<file path="src/rtl/core/mcrs_pkg.sv">
// Shared types and constants for the missing-chunk range scheduler.
// No dependencies; imported by every module of the block.
`timescale 1ns / 1ps

package mcrs_pkg;

	// Default chunk index width
	localparam int IDX_BITS_DEFAULT = 20;

	// Fixed field widths
	localparam int COUNT_BITS = 21;
	localparam int BYTE_BITS  = 31;
	localparam int RUN_BITS   = 13;
	localparam int CB_BITS    = 17;

	localparam logic [BYTE_BITS-1:0] BYTE_MAX = {BYTE_BITS{1'b1}};

	// Register defaults after reset
	localparam logic [RUN_BITS-1:0] MAX_RUN_RESET     = RUN_BITS'(1);
	localparam logic [CB_BITS-1:0]  CHUNK_BYTES_RESET = CB_BITS'(1024);

	// Configuration port
	localparam int CFG_ADDR_BITS = 3;

	typedef enum logic [CFG_ADDR_BITS-1:0] {
		REG_TOTAL_CHUNKS    = 3'd0,
		REG_FILE_LAST_CHUNK = 3'd1,
		REG_SCAN_START      = 3'd2,
		REG_SCAN_END        = 3'd3,
		REG_MAX_RUN         = 3'd4,
		REG_CHUNK_BYTES     = 3'd5
	} reg_idx_t;

	// Result kinds
	typedef enum logic [1:0] {
		KIND_RANGE   = 2'd0,
		KIND_SUMMARY = 2'd1,
		KIND_ERROR   = 2'd2
	} kind_t;

	// Result queue depth, power of two, at least 2
	localparam int FIFO_DEPTH = 4;

endpackage

</file>
<file path="src/rtl/core/mcrs_result_fifo.sv">
// Small result queue: up to two pushes per cycle, one pop per cycle.
// Depends on mcrs_pkg.
`timescale 1ns / 1ps

module mcrs_result_fifo import mcrs_pkg::*; #(
	parameter int WIDTH = 8,
	parameter int DEPTH = FIFO_DEPTH
) (
	input  logic             clk,
	input  logic             arst_n,
	input  logic             push0,
	input  logic             push1,     // only together with push0
	input  logic [WIDTH-1:0] din0,
	input  logic [WIDTH-1:0] din1,
	output logic             room,      // at least two free slots
	output logic             dout_valid,
	input  logic             dout_ready,
	output logic [WIDTH-1:0] dout
);

	localparam int PTR_W = $clog2(DEPTH);
	localparam int CNT_W = $clog2(DEPTH + 1);

	logic [WIDTH-1:0] mem_q [DEPTH];
	logic [PTR_W-1:0] wr_ptr_q, rd_ptr_q;
	logic [CNT_W-1:0] count_q;
	logic             pop;
	logic [CNT_W-1:0] n_push;

	assign pop        = dout_valid && dout_ready;
	assign dout_valid = count_q != '0;
	assign dout       = mem_q[rd_ptr_q];
	assign room       = count_q <= CNT_W'(DEPTH - 2);
	assign n_push     = CNT_W'(push0) + CNT_W'(push1);

	always_ff @(posedge clk or negedge arst_n) begin
		if (!arst_n) begin
			wr_ptr_q <= '0;
			rd_ptr_q <= '0;
			count_q  <= '0;
		end else begin
			wr_ptr_q <= wr_ptr_q + PTR_W'(n_push);
			if (pop)
				rd_ptr_q <= rd_ptr_q + PTR_W'(1);
			count_q <= count_q + n_push - CNT_W'(pop);
		end
	end

	always_ff @(posedge clk) begin
		if (push0)
			mem_q[wr_ptr_q] <= din0;
		if (push1)
			mem_q[wr_ptr_q + PTR_W'(1)] <= din1;
	end

	a_count_bound: assert property (@(posedge clk) disable iff (!arst_n)
		count_q <= CNT_W'(DEPTH))
		else $error("result queue overfilled");

	a_no_push_without_room: assert property (@(posedge clk) disable iff (!arst_n)
		push0 |-> room)
		else $error("push into full result queue");

	a_push_order: assert property (@(posedge clk) disable iff (!arst_n)
		push1 |-> push0)
		else $error("second push without first");

endmodule

</file>
<file path="src/rtl/core/missing_chunk_range_scheduler.sv">
// Top level of the missing-chunk range scheduler: config registers, scan tracker,
// result packing. Depends on mcrs_pkg and mcrs_result_fifo.
`timescale 1ns / 1ps

// Usage
//   Slave stream: one request per chunk, in index order. tdata[0] is the
//   downloaded flag, tuser marks the first chunk of a scan (chunk scan_start).
//   Master stream: results. tuser is the kind (range, summary, start error),
//   tdata carries range_begin, range_end, range_count, byte_count; tlast
//   marks the summary or the error that closes a scan.
//   Config port: cfg_we/cfg_addr/cfg_wdata, one register per write; the user
//   must write only while the block is idle, which the block does not enforce.
// Timing
//   A request is registered in the input register, then decoded against the
//   tracker state; its results (zero, one or two) enter a 4-entry result queue.
//   The queue is registered and drives m_tvalid, so a result passes the input
//   register and the queue before it can be taken.
//   One request per cycle is taken as long as the queue has two free
//   slots; the queue drains one result per cycle, so the rate is one
//   request per cycle unless results pile up (two results per request
//   only when a run closes on the last chunk of a scan).
// Reset and stall
//   arst_n clears the tracker, the queue and the registers to their
//   defaults (max_run 1, chunk_bytes 1024, others 0). When the receiver
//   holds tready low the queue fills and s_tready drops; nothing is lost.

module missing_chunk_range_scheduler import mcrs_pkg::*; #(
	parameter int CHUNK_INDEX_BITS = IDX_BITS_DEFAULT
) (
	input  logic clk,
	input  logic arst_n,

	// config write port
	input  logic                     cfg_we,
	input  logic [CFG_ADDR_BITS-1:0] cfg_addr,
	input  logic [((CHUNK_INDEX_BITS + 1 > CB_BITS) ? CHUNK_INDEX_BITS + 1 : CB_BITS)-1:0]
		cfg_wdata,

	// chunk flags in
	input  logic       s_tvalid,
	output logic       s_tready,
	input  logic [7:0] s_tdata,   // [0] downloaded, rest zero
	input  logic       s_tuser,   // first_item

	// results out
	output logic m_tvalid,
	input  logic m_tready,
	// from bit 0: range_begin, range_end, range_count, byte_count, zero pad
	output logic [((2*CHUNK_INDEX_BITS + COUNT_BITS + BYTE_BITS + 7) / 8) * 8 - 1:0] m_tdata,
	output logic [1:0] m_tuser,   // kind
	output logic       m_tlast
);

	localparam int IDX     = CHUNK_INDEX_BITS;
	localparam int PAY_W   = 2*IDX + COUNT_BITS + BYTE_BITS;
	localparam int TDATA_W = ((PAY_W + 7) / 8) * 8;
	localparam int PROD_W  = (IDX + 1 + CB_BITS > BYTE_BITS + 1) ?
		IDX + 1 + CB_BITS : BYTE_BITS + 1;

	typedef struct packed {
		logic                  last;
		logic [BYTE_BITS-1:0]  bytes;
		logic [COUNT_BITS-1:0] cnt;
		logic [IDX-1:0]        r_end;
		logic [IDX-1:0]        r_begin;
		kind_t                 kind;
	} result_t;

	// ---------------- configuration registers ----------------
	logic [IDX:0]          total_chunks_q;
	logic [IDX-1:0]        file_last_chunk_q, scan_start_q, scan_end_q;
	logic [RUN_BITS-1:0]   max_run_q;
	logic [CB_BITS-1:0]    chunk_bytes_q;

	always_ff @(posedge clk or negedge arst_n) begin
		if (!arst_n) begin
			total_chunks_q    <= '0;
			file_last_chunk_q <= '0;
			scan_start_q      <= '0;
			scan_end_q        <= '0;
			max_run_q         <= MAX_RUN_RESET;
			chunk_bytes_q     <= CHUNK_BYTES_RESET;
		end else if (cfg_we) begin
			unique case (reg_idx_t'(cfg_addr))
				REG_TOTAL_CHUNKS:    total_chunks_q    <= cfg_wdata[IDX:0];
				REG_FILE_LAST_CHUNK: file_last_chunk_q <= cfg_wdata[IDX-1:0];
				REG_SCAN_START:      scan_start_q      <= cfg_wdata[IDX-1:0];
				REG_SCAN_END:        scan_end_q        <= cfg_wdata[IDX-1:0];
				REG_MAX_RUN:         max_run_q         <= cfg_wdata[RUN_BITS-1:0];
				REG_CHUNK_BYTES:     chunk_bytes_q     <= cfg_wdata[CB_BITS-1:0];
				default: ;   // unused indexes are dropped
			endcase
		end
	end

	// ---------------- input register ----------------
	logic v_s1, first_s1, have_s1;
	logic fire, room;

	assign fire     = v_s1 && room;
	assign s_tready = !v_s1 || fire;

	always_ff @(posedge clk or negedge arst_n) begin
		if (!arst_n)
			v_s1 <= 1'b0;
		else if (s_tready)
			v_s1 <= s_tvalid;
	end

	always_ff @(posedge clk) begin
		if (s_tvalid && s_tready) begin
			first_s1 <= s_tuser;
			have_s1  <= s_tdata[0];
		end
	end

	// ---------------- scan tracker state ----------------
	logic                  active_q, in_run_q;
	logic [IDX-1:0]        chunk_index_q, run_begin_q, last_range_end_q;
	logic [RUN_BITS-1:0]   run_length_q;
	logic [COUNT_BITS-1:0] ranges_q;

	logic                  active_n, in_run_n;
	logic [IDX-1:0]        idx_n, rb_n, lre_n;
	logic [RUN_BITS-1:0]   rl_n;
	logic [COUNT_BITS-1:0] cnt_n;

	// current view: a first item restarts from scan_start
	logic                  cur_in_run;
	logic [IDX-1:0]        cur_idx, cur_lre;
	logic [RUN_BITS-1:0]   cur_rl, limit;
	logic [COUNT_BITS-1:0] cur_cnt;

	logic           tc_zero, start_err, win_empty, at_end;
	logic [IDX:0]   tc_m1;
	logic [IDX-1:0] e_bound;

	// decode results
	logic           do_err, do_sum, rng_v;
	logic [IDX-1:0] rng_b, rng_e;

	assign tc_zero   = total_chunks_q == '0;
	assign tc_m1     = total_chunks_q - (IDX+1)'(1);
	assign start_err = scan_start_q > file_last_chunk_q;
	assign win_empty = tc_zero || ({1'b0, scan_start_q} > tc_m1) ||
		(scan_start_q > scan_end_q);
	// scan end: min(scan_end, total_chunks-1)
	assign e_bound   = tc_zero ? '0 :
		(({1'b0, scan_end_q} > tc_m1) ? tc_m1[IDX-1:0] : scan_end_q);

	assign cur_in_run = first_s1 ? 1'b0 : in_run_q;
	assign cur_idx    = first_s1 ? scan_start_q : chunk_index_q;
	assign cur_lre    = first_s1 ? scan_start_q : last_range_end_q;
	assign cur_rl     = first_s1 ? '0 : run_length_q;
	assign cur_cnt    = first_s1 ? '0 : ranges_q;
	assign limit      = (max_run_q == '0) ? RUN_BITS'(1) : max_run_q;
	assign at_end     = cur_idx >= e_bound;

	always_comb begin
		active_n = active_q;
		in_run_n = cur_in_run;
		idx_n    = cur_idx;
		rb_n     = run_begin_q;
		rl_n     = cur_rl;
		lre_n    = cur_lre;
		cnt_n    = cur_cnt;
		do_err   = 1'b0;
		do_sum   = 1'b0;
		rng_v    = 1'b0;
		rng_b    = '0;
		rng_e    = '0;

		priority if (first_s1 && start_err) begin
			do_err   = 1'b1;
			active_n = 1'b0;
		end else if (first_s1 && win_empty) begin
			do_sum   = 1'b1;
			active_n = 1'b0;
		end else if (first_s1 || active_q) begin
			if (have_s1) begin
				// downloaded chunk closes an open run just before it
				if (cur_in_run) begin
					rng_v    = 1'b1;
					rng_b    = run_begin_q;
					rng_e    = cur_idx - IDX'(1);
					in_run_n = 1'b0;
				end
			end else begin
				if (!cur_in_run) begin
					rb_n = cur_idx;
					rl_n = RUN_BITS'(1);
				end else begin
					rl_n = cur_rl + RUN_BITS'(1);
				end
				in_run_n = 1'b1;
				if (rl_n >= limit || at_end) begin
					rng_v    = 1'b1;
					rng_b    = rb_n;
					rng_e    = cur_idx;
					in_run_n = 1'b0;
				end
			end
			if (rng_v) begin
				lre_n = rng_e;
				cnt_n = cur_cnt + COUNT_BITS'(1);
			end
			if (at_end) begin
				do_sum   = 1'b1;
				active_n = 1'b0;
				in_run_n = 1'b0;
			end else begin
				idx_n    = cur_idx + IDX'(1);
				active_n = 1'b1;
			end
		end else begin
			// request outside a scan: dropped, state held
		end
	end

	// byte count: (last range end - scan_start + 1) * chunk_bytes, saturated
	logic [IDX:0]           span;
	logic [PROD_W-1:0]      prod;
	logic [BYTE_BITS-1:0]   bytes;

	assign span  = {1'b0, lre_n - scan_start_q} + (IDX+1)'(1);
	assign prod  = PROD_W'(span) * PROD_W'(chunk_bytes_q);
	assign bytes = (prod > PROD_W'(BYTE_MAX)) ? BYTE_MAX : prod[BYTE_BITS-1:0];

	// ---------------- result assembly ----------------
	result_t res_rng, res_sum, res_err, res0, res1;
	logic    push0, push1;

	always_comb begin
		res_rng         = '0;
		res_rng.kind    = KIND_RANGE;
		res_rng.r_begin = rng_b;
		res_rng.r_end   = rng_e;

		res_sum       = '0;
		res_sum.kind  = KIND_SUMMARY;
		res_sum.cnt   = cnt_n;
		res_sum.bytes = bytes;
		res_sum.last  = 1'b1;

		res_err      = '0;
		res_err.kind = KIND_ERROR;
		res_err.last = 1'b1;

		// range first, then the summary that may follow it
		res1  = res_sum;
		push1 = fire && rng_v && do_sum;
		push0 = fire && (rng_v || do_sum || do_err);
		priority if (do_err)
			res0 = res_err;
		else if (rng_v)
			res0 = res_rng;
		else
			res0 = res_sum;
	end

	always_ff @(posedge clk or negedge arst_n) begin
		if (!arst_n) begin
			active_q         <= 1'b0;
			in_run_q         <= 1'b0;
			chunk_index_q    <= '0;
			run_begin_q      <= '0;
			run_length_q     <= '0;
			last_range_end_q <= '0;
			ranges_q         <= '0;
		end else if (fire) begin
			active_q         <= active_n;
			in_run_q         <= in_run_n;
			chunk_index_q    <= idx_n;
			run_begin_q      <= rb_n;
			run_length_q     <= rl_n;
			last_range_end_q <= lre_n;
			ranges_q         <= cnt_n;
		end
	end

	// ---------------- output queue ----------------
	logic [$bits(result_t)-1:0] q_dout;
	result_t                    head;

	mcrs_result_fifo #(
		.WIDTH ($bits(result_t)),
		.DEPTH (FIFO_DEPTH)
	) u_fifo (
		.clk        (clk),
		.arst_n     (arst_n),
		.push0      (push0),
		.push1      (push1),
		.din0       (res0),
		.din1       (res1),
		.room       (room),
		.dout_valid (m_tvalid),
		.dout_ready (m_tready),
		.dout       (q_dout)
	);

	assign head    = result_t'(q_dout);
	assign m_tdata = TDATA_W'({head.bytes, head.cnt, head.r_end, head.r_begin});
	assign m_tuser = head.kind;
	assign m_tlast = head.last;

	// ---------------- checks ----------------
	a_run_needs_scan: assert property (@(posedge clk) disable iff (!arst_n)
		in_run_q |-> active_q)
		else $error("open run outside an active scan");

	a_last_ends_scan: assert property (@(posedge clk) disable iff (!arst_n)
		(push0 && (res0.last || push1)) |=> !active_q)
		else $error("scan still active after its closing result");

	a_range_ordered: assert property (@(posedge clk) disable iff (!arst_n)
		(push0 && res0.kind == KIND_RANGE) |-> res0.r_begin <= res0.r_end)
		else $error("range begin past range end");

	a_idle_silent: assert property (@(posedge clk) disable iff (!arst_n)
		(fire && !first_s1 && !active_q) |-> !push0)
		else $error("result from a request outside any scan");

endmodule

</file>
<file path="config.mk">
export PLATFORM = sky130hd
export DESIGN_NAME = missing_chunk_range_scheduler
export DESIGN_NICKNAME = d
export VERILOG_FILES = /design/src/rtl/core/mcrs_pkg.sv /design/src/rtl/core/mcrs_result_fifo.sv /design/src/rtl/core/missing_chunk_range_scheduler.sv
export SDC_FILE = /design/constraint.sdc
export NUM_CORES = 2
export LEC_CHECK = 0
export CAP_MARGIN = 30
export CELL_PAD_IN_SITES_DETAIL_PLACEMENT = 1
export CELL_PAD_IN_SITES_GLOBAL_PLACEMENT = 1
export CORE_MARGIN = 3
export CORE_UTILIZATION = 52
export DETAILED_ROUTE_END_ITERATION = 10
export DONT_BUFFER_PORTS = 1
export GPL_ROUTABILITY_DRIVEN = 0
export MAX_ROUTING_LAYER = met4
export PLACE_DENSITY_LB_ADDON = 0.15
export REMOVE_ABC_BUFFERS = 1
export SLEW_MARGIN = 10
export SYNTH_ARGS = -nofsm -noshare
export SYNTH_HDL_FRONTEND = slang
export SYNTH_SLANG_ARGS = --single-unit
</file>
<file path="constraint.sdc">
create_clock -name clk -period 19.4 [get_ports clk]
set_input_delay 3.88 -clock clk [delete_from_list [all_inputs] [get_ports clk]]
set_output_delay 3.88 -clock clk [all_outputs]
set_load 0.1 [all_outputs]
</file>
==> metrics.yaml <==
period_minus_slack_ps: 18140
grt_start_max_net_pins: 216
layout.cells.most_common_list: "nand2_1, inv_1, nor2_1"
hp-class: "flip-flop to flip-flop"
clockRootBuffer: "clkbuf_16"
critPathMostFrequentCell: "fa_1"
layout.nets: 4912
initial_core_util_pct: 53.0
cts_tree: "built"
antenna_found_initial: 1
drv_cap: 0
post-route-drc-count: 0
fmax_mhz: 55.1
slew_viol_final: 0
dp_hpwl_mm: 94.5
ant_nets: 0
first_pass_iters: 5
io_pins: 139
syn_inst: 4425
cts.sinks: 597
synthArstFlopShare_pct: 36.0
wl_per_cell_um: 24.5
yosysUniqueCellTypes: 89
ys.flop_type: "dfrtp_1"
synthToLayoutAreaGrowth_pct: 8.18
synth_area_mm2: 0.0439
layout_commonest_cell: "nand2_1"
fin_setup_tns_ps: 0
cts_resized: 0
rows: 105
endpoint_kind: "flip-flop"
critical_path.top_delay_family: "compound AO/OA/AOI/OAI gates"
dpl.cell_count: 5387
stdcell_count: 5517
final.period_utilization_pct: 93.5
rsz0062_at_grt: "no"
status: "completed"
viasPerCell: 6.19
yosysWarnings: 0
synth_seq_cells: 597
clkLatencyLatePin_ps: 640
htree_levels: 3
hold_buffers: 0
worst-path-max-fanout: 31
crit_path_start_kind: "flip-flop"
avgSynthCellArea_um2: 9.92
wirelength_mm: 135
die_h_um: 297
cts.clk_slew.worst_paths_ps: 60
cts_made_buffers: 68
worstMarginPinSlew_ps: 1030
drt_iter0_drc: 2520
synthTopCellsByArea: "edfxtp_1, fa_1, dfrtp_1"
grt.overflow.total: 0
fin_skew_ps: 49.4
synth_edf_count: 210
path_buf_inv: 8
vias: 34100
dieArea_mm2: 0.0880
grt_pass1_vias: 36200
slew_headroom_pct: 31.3
critPathArrivalTime_ps: 18510
drive_gt1_share_pct: 10.8
ys_seq_area_share_pct: 34.5
core_mm2: 0.0829
fillCellCount: 8983
setup_viol: 0
final_hold_viol_count: 0
required_ps: 19770
yosysTopAreaCellShare_pct: 14.4
clock_path_buffers: 3
critical_path_class: "flip-flop to flip-flop"
grt_pass1_wl_mm: 212
grtUsageTotal_pct: 32.0
synth_top_area_cell: "edfxtp_1"
die_x_um: 297
io_buffers: 0
cts_setup_buffers: 0
crit_path_top_delay_cell: "nor4_1"
cp_slowest_stage_delay_ps: 700
==> registers in the layout, indices dropped and copies added, names as in the netlist, 2 cells and up <==
name,count
last_range_end_q,20
max_run_q,13
u_fifo.wr_ptr_q,2
run_length_q,13
scan_end_q,20
run_begin_q,20
scan_start_q,20
u_fifo.count_q,3
u_fifo.rd_ptr_q,2
chunk_bytes_q,17
ranges_q,21
total_chunks_q,21
u_fifo.mem_q,380
chunk_index_q,20
file_last_chunk_q,20
==> final timing paths <==
path	start	end	slack (ps)	cells past startpoint
worst max-delay path	total_chunks_q[0]	u_fifo.mem_q[0][63]	1260	57
worst min-delay path	u_fifo.mem_q[2][31]	u_fifo.mem_q[2][31]	460	2
worst max register to register	total_chunks_q[0]	u_fifo.mem_q[0][63]	1260	57
worst min register to register	u_fifo.mem_q[2][31]	u_fifo.mem_q[2][31]	460	2
max in group asynchronous	arst_n	u_fifo.rd_ptr_q[0]	15930	0
min in group asynchronous	arst_n	run_begin_q[18]	2960	0
==> routing by layer <==
metal  vias to the layer above  share of wire (%)  global-route usage (%)
met5                         -                  0                       -
met4                         0                3.5                    10.1
met3                       278                5.8                    4.52
met2                      1061                 48                    52.1
met1                     17600                 43                    41.5
li1                      15200                  -                       -
==> logic make-up (layout without fill, tap and decap cells) <==
family                     Yosys count  after routing  share of synthesized area (%)
xor gates and xnor gates           123            123                           2.45
muxes                              290            290                           9.61
and+or+nand+nor                   1407           1407                           15.2
buffers and inverters              725            690                           6.48
DFF                                597            597                           34.5
adders and majority gates          535            535                           20.1
other                                1              5                        0.00854
AOI/OAI and AO/OA                  747            747                           11.7
==> area by class of cell <==
cell class	instances	area [um^2]	area share (%)
clock inverter	32	360	0.759
sequential	597	15100	31.9
antenna	1	2.50	0.00527
tap	1123	1410	2.96
inverter	456	1710	3.60
timing repair buffer	110	908	1.91
clock buffer	92	1900	4.00
multi-input combinational	3106	26100	54.9
==> per-stage QoR <==
step                utilization [%]  instance area [um^2]  setup slack, ps  hold WS (ps)
floorplan                         -                 42800             1310           432
global placement               54.3                 45100             1510           441
detailed placement             54.5                 45200              982           451
CTS                            57.2                 47400              867           462
global route                   57.3                 47500              114           480
finish                         57.3                 47500             1260           458
==> cell usage after synthesis (8+ instances only) <==
cell type	number
mux2_2	103
o22ai_1	9
or3_1	12
o41ai_1	15
o311ai_0	95
mux2i_1	92
o21ai_0	177
o21a_1	20
a21o_1	35
buf_4	8
xor2_1	42
xnor2_1	81
a22o_1	14
nand4_1	58
a22oi_1	21
ha_1	249
o211ai_1	15
edfxtp_1	210
and2_1	179
a31oi_1	9
dfxtp_1	172
nor4_1	23
nor2_1	313
fa_1	286
o21bai_1	24
nor3_1	83
dfrtp_1	213
a21oi_1	127
nor3b_1	26
clkbuf_1	206
mux4_2	95
nor2b_1	34
buf_2	33
a211oi_1	23
and3_1	25
nand2b_1	19
o31ai_1	96
nand2_1	538
nor3_2	11
buf_1	15
inv_1	454
o31a_1	8
nand3_1	54
==> tightest hold or removal path, cell delays in order, from the launching register on <==
cell and delay [ps]:
dfxtp_1 310, nand2_1 50, mux2i_1 50
Power is left out: the tool's default activity adds up to more than one toggle a clock period on the data nets, which glitch-free logic cannot reach.
